--- config.mk ---
export PLATFORM = sky130hd
export DESIGN_NAME = rtp_packet_parser_unit
export DESIGN_NICKNAME = d
export VERILOG_FILES = /design/src/hdl/rpp_pkg.sv /design/src/hdl/rpp_front.sv /design/src/hdl/rpp_queue.sv /design/src/hdl/rtp_packet_parser_unit.sv
export SDC_FILE = /design/constraint.sdc
export NUM_CORES = 2
export LEC_CHECK = 0
export ABC_AREA = 1
export BUFFER_PORTS_ARGS = -buffer_cell sky130_fd_sc_hd__buf_4
export CAP_MARGIN = 10
export CORE_AREA = 8 8 320 322
export CTS_BUF_LIST = sky130_fd_sc_hd__clkbuf_4
export DETAILED_ROUTE_END_ITERATION = 10
export DIE_AREA = 0 0 328 330
export GPL_TIMING_DRIVEN = 0
export PLACE_DENSITY = 0.54
export SYNTH_ARGS = -nofsm -noshare
export SYNTH_HDL_FRONTEND = slang
export SYNTH_SLANG_ARGS = --single-unit
--- constraint.sdc ---
create_clock -name clk -period 14.4 [get_ports clk]
set_input_delay 0 -clock clk [delete_from_list [all_inputs] [get_ports clk]]
set_output_delay 0 -clock clk [all_outputs]
set_load 0.01 [all_outputs]
--- src/hdl/rpp_pkg.sv ---
// ----------------------------------------------------------------------------
// rpp_pkg
// Shared types and constants of the RTP packet parser: word formats, parser
// phases, result kinds and end status codes.
// ----------------------------------------------------------------------------
`default_nettype none

package rpp_pkg;

  localparam int LENGTH_BITS_DEF = 18;
  localparam int QUEUE_DEPTH     = 4;
  localparam int QUEUE_AW        = $clog2(QUEUE_DEPTH);

  typedef struct packed {
    logic [7:0] data_byte;
    logic       end_of_packet;
  } in_word_t;

  typedef struct packed {
    logic [2:0]  kind;
    logic [1:0]  version;
    logic        marker;
    logic [6:0]  payload_type;
    logic [15:0] sequence_res;
    logic [31:0] timestamp;
    logic [31:0] sync_source;
    logic [31:0] data_word;
    logic [7:0]  ext_id;
    logic        element_end;
    logic [2:0]  status;
    logic        last;
  } out_word_t;

  typedef enum logic [3:0] {
    PH_HDR     = 4'd0,
    PH_CSRC    = 4'd1,
    PH_EXTHDR  = 4'd2,
    PH_ONE_HDR = 4'd3,
    PH_TWO_ID  = 4'd4,
    PH_TWO_LEN = 4'd5,
    PH_ELEM    = 4'd6,
    PH_RAW     = 4'd7,
    PH_SKIP    = 4'd8,
    PH_PAYLOAD = 4'd9
  } phase_t;

  localparam logic [2:0] KIND_HEADER  = 3'd0;
  localparam logic [2:0] KIND_CSRC    = 3'd1;
  localparam logic [2:0] KIND_PROFILE = 3'd2;
  localparam logic [2:0] KIND_ELEMENT = 3'd3;
  localparam logic [2:0] KIND_PAYLOAD = 3'd4;
  localparam logic [2:0] KIND_STATUS  = 3'd5;

  localparam logic [2:0] ST_OK          = 3'd0;
  localparam logic [2:0] ST_HDR_SHORT   = 3'd1;
  localparam logic [2:0] ST_EXTHDR_SHORT = 3'd2;
  localparam logic [2:0] ST_EXT_SHORT   = 3'd3;
  localparam logic [2:0] ST_PAD_LARGE   = 3'd4;

  localparam logic [15:0] PROFILE_ONE_BYTE = 16'hBEDE;
  localparam logic [11:0] PROFILE_TWO_BYTE = 12'h100;
  localparam logic [3:0]  ID_RESERVED      = 4'hF;

endpackage

`default_nettype wire

--- src/hdl/rpp_front.sv ---
// ----------------------------------------------------------------------------
// rpp_front
// Byte classifier: tracks the packet phase and turns each byte into zero,
// one or two result words for the queue.
// ----------------------------------------------------------------------------
`default_nettype none

module rpp_front import rpp_pkg::*; #(
  parameter int LENGTH_BITS = LENGTH_BITS_DEF
) (
  input  wire logic      clk,
  input  wire logic      rst_n,
  input  wire logic      accept,
  input  wire in_word_t  in_item,
  output out_word_t      res0,
  output out_word_t      res1,
  output logic [1:0]     res_cnt
);

  localparam logic [LENGTH_BITS-1:0] LEN_MAX = {LENGTH_BITS{1'b1}};

  phase_t                 phase_r, phase_nxt;
  logic [LENGTH_BITS-1:0] byte_count_r, byte_count_nxt;
  logic [31:0]            shift_r, shift_nxt;
  logic [63:0]            hdr0_r, hdr0_nxt;
  logic [31:0]            hdr1_r, hdr1_nxt;
  logic [3:0]             csrc_left_r, csrc_left_nxt;
  logic [15:0]            profile_r, profile_nxt;
  logic [17:0]            ext_left_r, ext_left_nxt;
  logic [8:0]             elem_left_r, elem_left_nxt;
  logic [LENGTH_BITS-1:0] pstart_r, pstart_nxt;
  logic [1:0]             flags_r, flags_nxt;

  always_ff @(posedge clk) begin
    if (!rst_n) begin
      phase_r      <= PH_HDR;
      byte_count_r <= '0;
      shift_r      <= '0;
      hdr0_r       <= '0;
      hdr1_r       <= '0;
      csrc_left_r  <= '0;
      profile_r    <= '0;
      ext_left_r   <= '0;
      elem_left_r  <= '0;
      pstart_r     <= '0;
      flags_r      <= '0;
    end else begin
      phase_r      <= phase_nxt;
      byte_count_r <= byte_count_nxt;
      shift_r      <= shift_nxt;
      hdr0_r       <= hdr0_nxt;
      hdr1_r       <= hdr1_nxt;
      csrc_left_r  <= csrc_left_nxt;
      profile_r    <= profile_nxt;
      ext_left_r   <= ext_left_nxt;
      elem_left_r  <= elem_left_nxt;
      pstart_r     <= pstart_nxt;
      flags_r      <= flags_nxt;
    end
  end

  logic [7:0]             b;
  logic [7:0]             b0;
  logic [7:0]             b1;
  phase_t                 hdr_phase;
  logic                   main_v;
  out_word_t              main_w;
  out_word_t              stat_w;
  logic [LENGTH_BITS-1:0] avail;
  logic [LENGTH_BITS-1:0] pad;

  always_comb begin
    if (profile_r == PROFILE_ONE_BYTE) begin
      hdr_phase = PH_ONE_HDR;
    end else if (profile_r[15:4] == PROFILE_TWO_BYTE) begin
      hdr_phase = PH_TWO_ID;
    end else begin
      hdr_phase = PH_RAW;
    end
  end

  always_comb begin
    phase_nxt      = phase_r;
    byte_count_nxt = byte_count_r;
    shift_nxt      = shift_r;
    hdr0_nxt       = hdr0_r;
    hdr1_nxt       = hdr1_r;
    csrc_left_nxt  = csrc_left_r;
    profile_nxt    = profile_r;
    ext_left_nxt   = ext_left_r;
    elem_left_nxt  = elem_left_r;
    pstart_nxt     = pstart_r;
    flags_nxt      = flags_r;
    b              = in_item.data_byte;
    b0             = '0;
    b1             = '0;
    main_v         = 1'b0;
    main_w         = '0;
    stat_w         = '0;
    avail          = '0;
    pad            = '0;
    res0           = '0;
    res1           = '0;
    res_cnt        = 2'd0;

    if (accept) begin
      byte_count_nxt = (byte_count_r == LEN_MAX) ? byte_count_r : byte_count_r + 1'b1;
      if (phase_r inside {[PH_ONE_HDR:PH_SKIP]} && ext_left_r != '0) begin
        ext_left_nxt = ext_left_r - 1'b1;
      end

      case (phase_r)
        PH_HDR: begin
          if (byte_count_r < LENGTH_BITS'(8)) begin
            hdr0_nxt = {hdr0_r[55:0], b};
          end else begin
            hdr1_nxt = {hdr1_r[23:0], b};
          end
          if (byte_count_r >= LENGTH_BITS'(11)) begin
            b0                  = hdr0_nxt[63:56];
            b1                  = hdr0_nxt[55:48];
            main_v              = 1'b1;
            main_w.kind         = KIND_HEADER;
            main_w.data_word    = {26'd0, b0[5:0]};
            main_w.version      = b0[7:6];
            main_w.marker       = b1[7];
            main_w.payload_type = b1[6:0];
            main_w.sequence_res = hdr0_nxt[47:32];
            main_w.timestamp    = hdr0_nxt[31:0];
            main_w.sync_source  = hdr1_nxt;
            flags_nxt           = {b0[4], b0[5]};
            csrc_left_nxt       = b0[3:0];
            if (b0[3:0] != 4'd0) begin
              phase_nxt = PH_CSRC;
            end else if (b0[4]) begin
              phase_nxt = PH_EXTHDR;
            end else begin
              phase_nxt  = PH_PAYLOAD;
              pstart_nxt = byte_count_nxt;
            end
          end
        end
        PH_CSRC: begin
          shift_nxt = {shift_r[23:0], b};
          if (byte_count_r[1:0] == 2'd3) begin
            main_v           = 1'b1;
            main_w.kind      = KIND_CSRC;
            main_w.data_word = shift_nxt;
            csrc_left_nxt    = csrc_left_r - 1'b1;
            if (csrc_left_nxt == 4'd0) begin
              if (flags_r[1]) begin
                phase_nxt = PH_EXTHDR;
              end else begin
                phase_nxt  = PH_PAYLOAD;
                pstart_nxt = byte_count_nxt;
              end
            end
          end
        end
        PH_EXTHDR: begin
          shift_nxt = {shift_r[23:0], b};
          if (byte_count_r[1:0] == 2'd1) begin
            profile_nxt = shift_nxt[15:0];
          end
          if (byte_count_r[1:0] == 2'd3) begin
            ext_left_nxt     = {shift_nxt[15:0], 2'b00};
            main_v           = 1'b1;
            main_w.kind      = KIND_PROFILE;
            main_w.data_word = {16'd0, profile_r};
            if (shift_nxt[15:0] == 16'd0) begin
              phase_nxt  = PH_PAYLOAD;
              pstart_nxt = byte_count_nxt;
            end else begin
              phase_nxt = hdr_phase;
            end
            shift_nxt = '0;
          end
        end
        PH_ONE_HDR: begin
          if (b != 8'h00) begin
            if (b[7:4] == ID_RESERVED) begin
              phase_nxt = PH_SKIP;
            end else begin
              shift_nxt     = {28'd0, b[7:4]};
              elem_left_nxt = {5'd0, b[3:0]} + 9'd1;
              phase_nxt     = PH_ELEM;
            end
          end
        end
        PH_TWO_ID: begin
          if (b != 8'h00) begin
            shift_nxt = {24'd0, b};
            phase_nxt = PH_TWO_LEN;
          end
        end
        PH_TWO_LEN: begin
          elem_left_nxt = {1'b0, b};
          phase_nxt     = (b == 8'h00) ? PH_TWO_ID : PH_ELEM;
        end
        PH_ELEM: begin
          if (elem_left_r != '0) begin
            elem_left_nxt = elem_left_r - 1'b1;
          end
          main_v             = 1'b1;
          main_w.kind        = KIND_ELEMENT;
          main_w.data_word   = {24'd0, b};
          main_w.ext_id      = shift_r[7:0];
          main_w.element_end = (elem_left_nxt == '0) || (ext_left_nxt == '0);
          if (elem_left_nxt == '0) begin
            phase_nxt = hdr_phase;
          end
        end
        PH_RAW: begin
          main_v             = 1'b1;
          main_w.kind        = KIND_ELEMENT;
          main_w.data_word   = {24'd0, b};
          main_w.element_end = (ext_left_nxt == '0);
        end
        PH_SKIP: begin
          main_v = 1'b0;
        end
        default: begin
          main_v           = 1'b1;
          main_w.kind      = KIND_PAYLOAD;
          main_w.data_word = {24'd0, b};
        end
      endcase

      // The end of the extension region ends the walk wherever it stands.
      if (phase_nxt inside {[PH_ONE_HDR:PH_SKIP]} && ext_left_nxt == '0) begin
        phase_nxt  = PH_PAYLOAD;
        pstart_nxt = byte_count_nxt;
      end

      if (in_item.end_of_packet) begin
        stat_w.kind = KIND_STATUS;
        if (phase_nxt == PH_HDR || phase_nxt == PH_CSRC) begin
          stat_w.status = ST_HDR_SHORT;
        end else if (phase_nxt == PH_EXTHDR) begin
          stat_w.status = ST_EXTHDR_SHORT;
        end else if (phase_nxt != PH_PAYLOAD) begin
          stat_w.status = ST_EXT_SHORT;
        end else begin
          avail = (byte_count_nxt >= pstart_nxt) ? byte_count_nxt - pstart_nxt : '0;
          pad   = flags_nxt[0] ? LENGTH_BITS'(b) : '0;
          if (pad > avail) begin
            stat_w.status = ST_PAD_LARGE;
          end else begin
            stat_w.status    = ST_OK;
            stat_w.data_word = 32'(avail - pad);
          end
        end
        phase_nxt      = PH_HDR;
        byte_count_nxt = '0;
        shift_nxt      = '0;
        hdr0_nxt       = '0;
        hdr1_nxt       = '0;
        csrc_left_nxt  = '0;
        profile_nxt    = '0;
        ext_left_nxt   = '0;
        elem_left_nxt  = '0;
        pstart_nxt     = '0;
        flags_nxt      = '0;
      end

      stat_w.last = 1'b1;
      if (main_v) begin
        res0      = main_w;
        res0.last = !in_item.end_of_packet;
        res1      = stat_w;
        res_cnt   = in_item.end_of_packet ? 2'd2 : 2'd1;
      end else if (in_item.end_of_packet) begin
        res0    = stat_w;
        res_cnt = 2'd1;
      end
    end
  end

endmodule

`default_nettype wire

--- src/hdl/rpp_queue.sv ---
// ----------------------------------------------------------------------------
// rpp_queue
// Result queue: takes up to two words a cycle from the classifier and
// hands out one word a cycle, on each pop, to the consumer.
// ----------------------------------------------------------------------------
`default_nettype none

module rpp_queue import rpp_pkg::*; (
  input  wire logic      clk,
  input  wire logic      rst_n,
  input  wire out_word_t wr0,
  input  wire out_word_t wr1,
  input  wire logic [1:0] wr_cnt,
  input  wire logic      pop,
  output out_word_t      rd,
  output logic           empty,
  output logic           full
);

  out_word_t             mem [QUEUE_DEPTH];
  logic [QUEUE_AW-1:0]   wp_r, wp_nxt;
  logic [QUEUE_AW-1:0]   rp_r, rp_nxt;
  logic [QUEUE_AW:0]     cnt_r, cnt_nxt;
  logic                  do_pop;

  assign empty  = (cnt_r == '0);
  // Two free slots are kept so that any byte can be taken.
  assign full   = (cnt_r > (QUEUE_AW + 1)'(QUEUE_DEPTH - 2));
  assign do_pop = pop && !empty;
  assign rd     = mem[rp_r];

  always_comb begin
    wp_nxt  = wp_r + QUEUE_AW'(wr_cnt);
    rp_nxt  = rp_r + QUEUE_AW'(do_pop);
    cnt_nxt = cnt_r + (QUEUE_AW + 1)'(wr_cnt) - (QUEUE_AW + 1)'(do_pop);
  end

  always_ff @(posedge clk) begin
    if (!rst_n) begin
      wp_r  <= '0;
      rp_r  <= '0;
      cnt_r <= '0;
    end else begin
      wp_r  <= wp_nxt;
      rp_r  <= rp_nxt;
      cnt_r <= cnt_nxt;
    end
  end

  always_ff @(posedge clk) begin
    if (wr_cnt != 2'd0) begin
      mem[wp_r] <= wr0;
    end
    if (wr_cnt == 2'd2) begin
      mem[wp_r + 1'b1] <= wr1;
    end
  end

endmodule

`default_nettype wire

--- src/hdl/rtp_packet_parser_unit.sv ---
// ----------------------------------------------------------------------------
// rtp_packet_parser_unit
// RTP packet parser: fixed header, CSRC list, header extension elements in
// one-byte, two-byte or plain form, payload bytes and an end status word.
// ----------------------------------------------------------------------------
//
//   channel   handshake        word          direction
//   input     push / full      in_item       one packet byte per word
//   result    empty / pop      out_item      parsed header, element, payload
//                                            or status word
//
// One byte is accepted per cycle while full is low; each byte is classified in
// the cycle it is accepted and its zero, one or two result words are written to
// a four-entry queue, so a result is in the queue from the cycle after its byte.
// The rate is set by the queue: full rises while fewer than two slots are
// free, so with pop held high the block sustains one byte per cycle.
// Reset is synchronous and active low; it returns the parser to the start of
// a packet and empties the queue.
// A stalled consumer only fills the queue; the classifier keeps no other
// backlog.
`default_nettype none

module rtp_packet_parser_unit import rpp_pkg::*; #(
  parameter int LENGTH_BITS = LENGTH_BITS_DEF
) (
  input  wire logic      clk,
  input  wire logic      rst_n,
  input  wire logic      push,
  output logic           full,
  input  wire in_word_t  in_item,
  output logic           empty,
  input  wire logic      pop,
  output out_word_t      out_item
);

  out_word_t  res0;
  out_word_t  res1;
  logic [1:0] res_cnt;
  logic       accept;

  // A byte is taken whenever the queue can absorb its worst case of two words.
  assign accept = push && !full;

  rpp_front #(
    .LENGTH_BITS(LENGTH_BITS)
  ) u_front (
    .clk     (clk),
    .rst_n   (rst_n),
    .accept  (accept),
    .in_item (in_item),
    .res0    (res0),
    .res1    (res1),
    .res_cnt (res_cnt)
  );

  rpp_queue u_queue (
    .clk    (clk),
    .rst_n  (rst_n),
    .wr0    (res0),
    .wr1    (res1),
    .wr_cnt (res_cnt),
    .pop    (pop),
    .rd     (out_item),
    .empty  (empty),
    .full   (full)
  );

endmodule

`default_nettype wire

Yosys cells after proc, flatten, opt, wreduce, memory -nomap -nowiden
Memory sizes are Yosys's and may differ from the RTL's. A register that Yosys moved wholly into a read port is not among the register bits.
Index checks and enable logic that the tools add are counted.

word-level totals
  bits in registers = 216
  latch bits = 0
  RAM bits = 552
  bits in read-only memories = 0
  input port bits = 13
  memories kept = 1

memories
  name         depth  width  rd ports  clocked after Yosys merged registers in  wr ports  RTL line         text
  u_queue.mem  4      138    1         1                                        2         rpp_queue.sv:20  out_word_t mem [QUEUE_DEPTH];

cells by class
  $add $sub $neg = 12
  $mul = 0
  div/mod/pow operators = 0
  order comparisons = 9
  equality and inequality tests = 25
  shift-type cells = 0
  mux-type cells = 113
  bitwise operators = 0
  reduce and logical (&&, ||, !) cells = 40

operators by type and width
  operator                 number
  $mux W138                5
  $mux W18                 20
  $mux W64                 5
  $mux W32                 9
  $pmux W32 S4             1
  $mux W122                1
  $mux W24                 5
  $pmux W24 S4             1
  $mux W90                 1
  $mux W4                  20
  $mux W16                 4
  $mux W9                  6
  $pmux W18 S3             1
  $logic_not A18 Y1        2
  $pmux W4 S7              1
  $pmux W9 S3              1
  $mux W2                  11
  $sub A18 B18 Y19         1
  $add A18 B1 Y18 const B  1
  $eq A18 B18 Y1 const B   1
  $ge A18 B18 Y1           1
  $ge A18 B4 Y1 const B    1
  $gt A18 B18 Y1           1
  $lt A18 B4 Y1 const B    1
  other kinds (52)         98

Depth between registers and ports, before layout
  depth after elaboration = 25
  gate-level depth with buffers = 51
  gate-level depth less buffers = 47

Hierarchy
A second synthesis with hierarchy kept.

second synthesis, totals
  cells, all modules = 5587
  area, all modules = 43320.3 sq um

by module, submodules not included
  module                  instances  cells each  area an instance (sq um)  sequential area each (sq um)
  rpp_queue               1          2763        26655.6                   16716.0
  rpp_front               1          2822        16654.7                   4184.0
  rtp_packet_parser_unit  1          2           10.0                      0.0

Least setup slack after synthesis
Ideal clock, no wire load.

  kind = reg-to-reg
  start point = register u_front.byte_count_r[0]
  end point = memory u_queue.mem[0][35] (netlist bit) (data pin)
  setup time = 0.256 ns
  arrival time = 6.229 ns
  data required time = 14.144 ns
  slack = 7.915 ns
  cell stages (with the launch flop) = 47
  buffers on the path = 5
  path through = dfxtp_1 ha_1 clkbuf_1 a21oi_1 nand3_1 nand2_1 nor2_1 nand3_1 nand2_1 inv_2 a21oi_2 nand3_1 nand2_1 nand3_4 buf_2 buf_2 nand2_1 and2_1 [... 11 more ...] nand2_1 nor3_1 nand2_1 o211ai_1 a21oi_1 nand2_1 nor2_1 nand3_1 nor2_1 inv_1 nand2_2 nor2_1 nand3_1 nand2_1 buf_6 buf_6 nand3_1 nand2_1

RTL lines
  element                   RTL line         text
  start: declaration        rpp_front.sv:23  logic [LENGTH_BITS-1:0] byte_count_r, byte_count_nxt;
  start signal: assignment  rpp_front.sv:49  byte_count_r <= byte_count_nxt;
  end: declaration          rpp_queue.sv:20

==> results by group <==
Status
  • Status: finished, final reports clean

Cells and area
  • Post-Layout Cell Count: 7,180
  • Storage element area: 16,900 µm²
  • Area taken by multi-input logic gates: 18,420 µm²
  • Fillers: roughly 10,000
  • Core Util, Final: 0.4473
  • Commonest cells after routing, fill and taps aside: 1,449 x nand2_1, 839 x o21ai_0, 655 x nor2_1
  • Nets: 5,779
  • Most common cell after layout, fill and taps aside: nand2_1
  • Area delta synth->final: 15.67%
  • Layout cell share with drive strength beyond 1: 0.1010

Logic synthesis
  • Top_reg_cell synth: dfxtp_1
  • Yosys warning total: 0
  • Area leader, netlist: dfxtp_1
  • Synth Net Count: 5,387
  • Post-synth EDFFs: 152
  • Top cell type's share of synthesized area: 0.3273
  • Ranking of synthesized cells by area: dfxtp_1 33%, nand2_1 14%, edfxtp_1 12%, o21ai_0 11%, nor2_1 6.5%
  • Register area share after synthesis: 0.4485
  • Syn Std Cell Area: 37,670 µm²
  • Syn Area/Cell: 7.069 µm²
  • Gate Count Post-Synth: 5,329
  • Unique masters post-synth: 54
  • #FFs+latches synth: 768
  • Asr flop ratio synth: 0

Critical path
  • CP startpoint kind: flop
  • Largest stage delay, worst path: 500 ps
  • Setup CP Type: reg2reg
  • Worst R2R Path Depth: 45
  • Worst Path Required: 15,240 ps
  • CP max FO: 10
  • Crit. End Element: flop
  • Slowest cell on crit path: fa_1
  • WP data arrival: 9950 ps
  • Top cell by count, worst path: nand2_1

Global routing
  • GRT overflow: 0
  • First-pass GRT wire length: 223,400 µm
  • Initial antenna violation count: 7
  • Vias in the first global route: 36,840
  • Gr usage total: 0.2646
  • Pin count of the biggest net entering global routing: 26

Die
  • Die height: 330 µm
  • Rows: approximately 120
  • Die X: around 330 µm
  • Core Region: 97,410 µm²
  • Die ar.: 108,200 µm²
  • Initial Util: 0.3867
  • Num ports: between 150 and 200

Drt
  • DRT iter0 DRCs: 3,532
  • Final WL: 148,200 µm
  • Top Metal Used: met5
  • Vias/cell: 5.445
  • M1 WL: about 64,000 µm
  • Routed wl met3: 10,940 µm
  • Via count: 39,100
  • Wire length on met2: 66,740 µm
  • DRT Pass-1 Iters: 6
  • # DRC: 0
  • Routed len/inst: between 20 and 25 µm
  • DRT antenna net count: 0

Power and ir drop
  • Internal power: about 0.0038 W
  • Power Dens Cells: 136.4 nW/µm²
  • Comb power frac: 0.276
  • Psw: ~0.0021 W
  • Switch share: 0.3615
  • Pleak: 17.82 nW
  • Register share of total power: 0.377
  • Clock share of power: 0.347
  • Power Total: 0.005944 W
  • Worst vdd ir: approximately 0.000077 V

STA
  • Slew Viols, Final: 0
  • Period minus WS final: 9115 ps
  • Post-route worst setup slack: roughly 5300 ps
  • Final setup viols: 0
  • Setup repair after global routing missed its margin: false
  • Final hold violations: 0
  • Clock Skews: 100.1 ps
  • Slew Limit Headroom: 0.09978
  • Tightest Pin Transition: 1350 ps
  • Fmax: 109.7 MHz
  • Setup TNS after final layout: 0 ps
  • Tcrit/Tclk final: 0.6330

Clock tree
  • Post_cts resized: 0
  • Worst skew pair latency: 1180 ps
  • Worst-case clock buffer depth: 3
  • Clock root buffer: clkbuf_4
  • CTS H-tree lvls: 4
  • Clk sinks: about 770
  • CTS buffer count: 207
  • Clock transition at path regs: ~70 ps
  • CTS tree: done

Hold path
  • Hold depth: 4
  • Hold Crit Class: in2reg

Place
  • Dpl hpwl: between 100,000 and 150,000 µm
  • Placed Cells: between 6,000 and 7,000
  • Port Buf Inserts: 150
  • Placement Setup Slack: 5555 ps
  • GPL Wtd Cong: 0.9241

Flow run
  • Max cap viols: 0
==> path summary, 6_finish.rpt <==
path / start / to / slack, ps
setup / recovery: u_front.byte_count_r[0]$_SDFFE_PN0P_ / u_queue.mem[0][35]$_DFFE_PP_ / 5290
hold / removal: in_item[3] / u_front.profile_r[2]$_SDFFE_PN0P_ / 100
setup reg to reg: u_front.byte_count_r[0]$_SDFFE_PN0P_ / u_queue.mem[0][35]$_DFFE_PP_ / 5290
hold reg to reg: u_queue.mem[1][103]$_SDFFE_PP0P_ / u_queue.mem[1][103]$_SDFFE_PP0P_ / 450
==> timing repair <==
action | CTS | global route
endpoints found under the hold margin | 260 | 0
hold buffers | 29 | 0
setup buffers | 0 | 0
==> cell families after synthesis <==
group           after synthesis  share of synthesized area
compound gates             1344                     0.1889
simple gates               2522                     0.2727
fa+ha+maj                    45                    0.01554
xor+xnor                     49                    0.01139
flops                       768                     0.4485
buf+inv                     601                    0.06297
==> flip-flops by register name, indices dropped and copies added (netlist names), 3 cells and up <==
register              flops
u_front.hdr0_r           64
u_front.shift_r          24
u_front.csrc_left_r       4
u_front.phase_r           4
u_queue.cnt_r             3
u_queue.mem             552
u_front.elem_left_r       9
u_front.profile_r        16
u_front.ext_left_r       18
u_front.hdr1_r           32
u_front.pstart_r         18
u_front.byte_count_r     18
==> routing by layer <==
metal | vias to the layer above | GRT usage
met4 | 2 | 0.1259
li1 | 18790 | -
met3 | 366 | 0.05127
met2 | 1511 | 0.4234
met1 | 18430 | 0.3425
met5 | - | 0
==> power groups by stage <==
stage          registers (W)  clock network (W)  logic (W)
2_1_floorplan        0.00228                  0   0.000832
3_3_place_gp         0.00229                  0    0.00164
3_5_place_dp         0.00229                  0    0.00164
4_1_cts              0.00224            0.00210    0.00165
5_1_grt              0.00224            0.00221    0.00178
6_report             0.00224            0.00206    0.00164
==> final cells by class <==
| cell class | instances | area share |
|---|---|---|
| multi-input cells | 3960 | 0.4227 |
| flip-flops and latches | 768 | 0.3878 |
| clock buffers | 326 | 0.05616 |
| well taps | 1287 | 0.03696 |
| repair buffers | 183 | 0.03451 |
| plain buffers | 344 | 0.03227 |
| inverters | 257 | 0.02220 |
| clock inverters | 45 | 0.006834 |
| diodes | 10 | 0.0005743 |
==> metrics by stage <==
| stage | hold WS, ps | area, µm² |
|---|---|---|
| after floorplan | 138.4 | 37670 |
| after global placement | 304.2 | 40410 |
| after detailed placement | 309.1 | 40510 |
| after CTS | 6.317 | 43550 |
| after global routing | 43.76 | 43570 |
| final | 96.23 | 43570 |
==> synth_stat cells (all sizes together), types with 2 or more instances <==
master   number
nand2      1460
o21ai       849
nor2        666
dfxtp       616
clkbuf      299
a21oi       282
inv         250
nand3       242
o22ai       154
edfxtp      152
nand4        89
buf          45
ha           42
xor2         40
nor3         23
o211ai       17
or2          16
nand3b       11
a221oi        9
nor4          9
xnor2         9
o221ai        8
clkinv        7
o2111ai       7
a31oi         4
and2          3
fa            3
o21bai        3
a21o          2
a22o          2
and3          2
o311ai        2
==> critical path: cells and delay by family, from the launching register on <==
family / cells / cell delay, ps
buffers and inverters: 9 / 1580
AND/OR/NAND/NOR: 26 / 4320
AO/OA/AOI/OAI: 6 / 1230
flip-flops: 1 / 450
adder cells (fa/ha/maj): 4 / 1190
No activity file was read; power rests on OpenSTA's default activity.
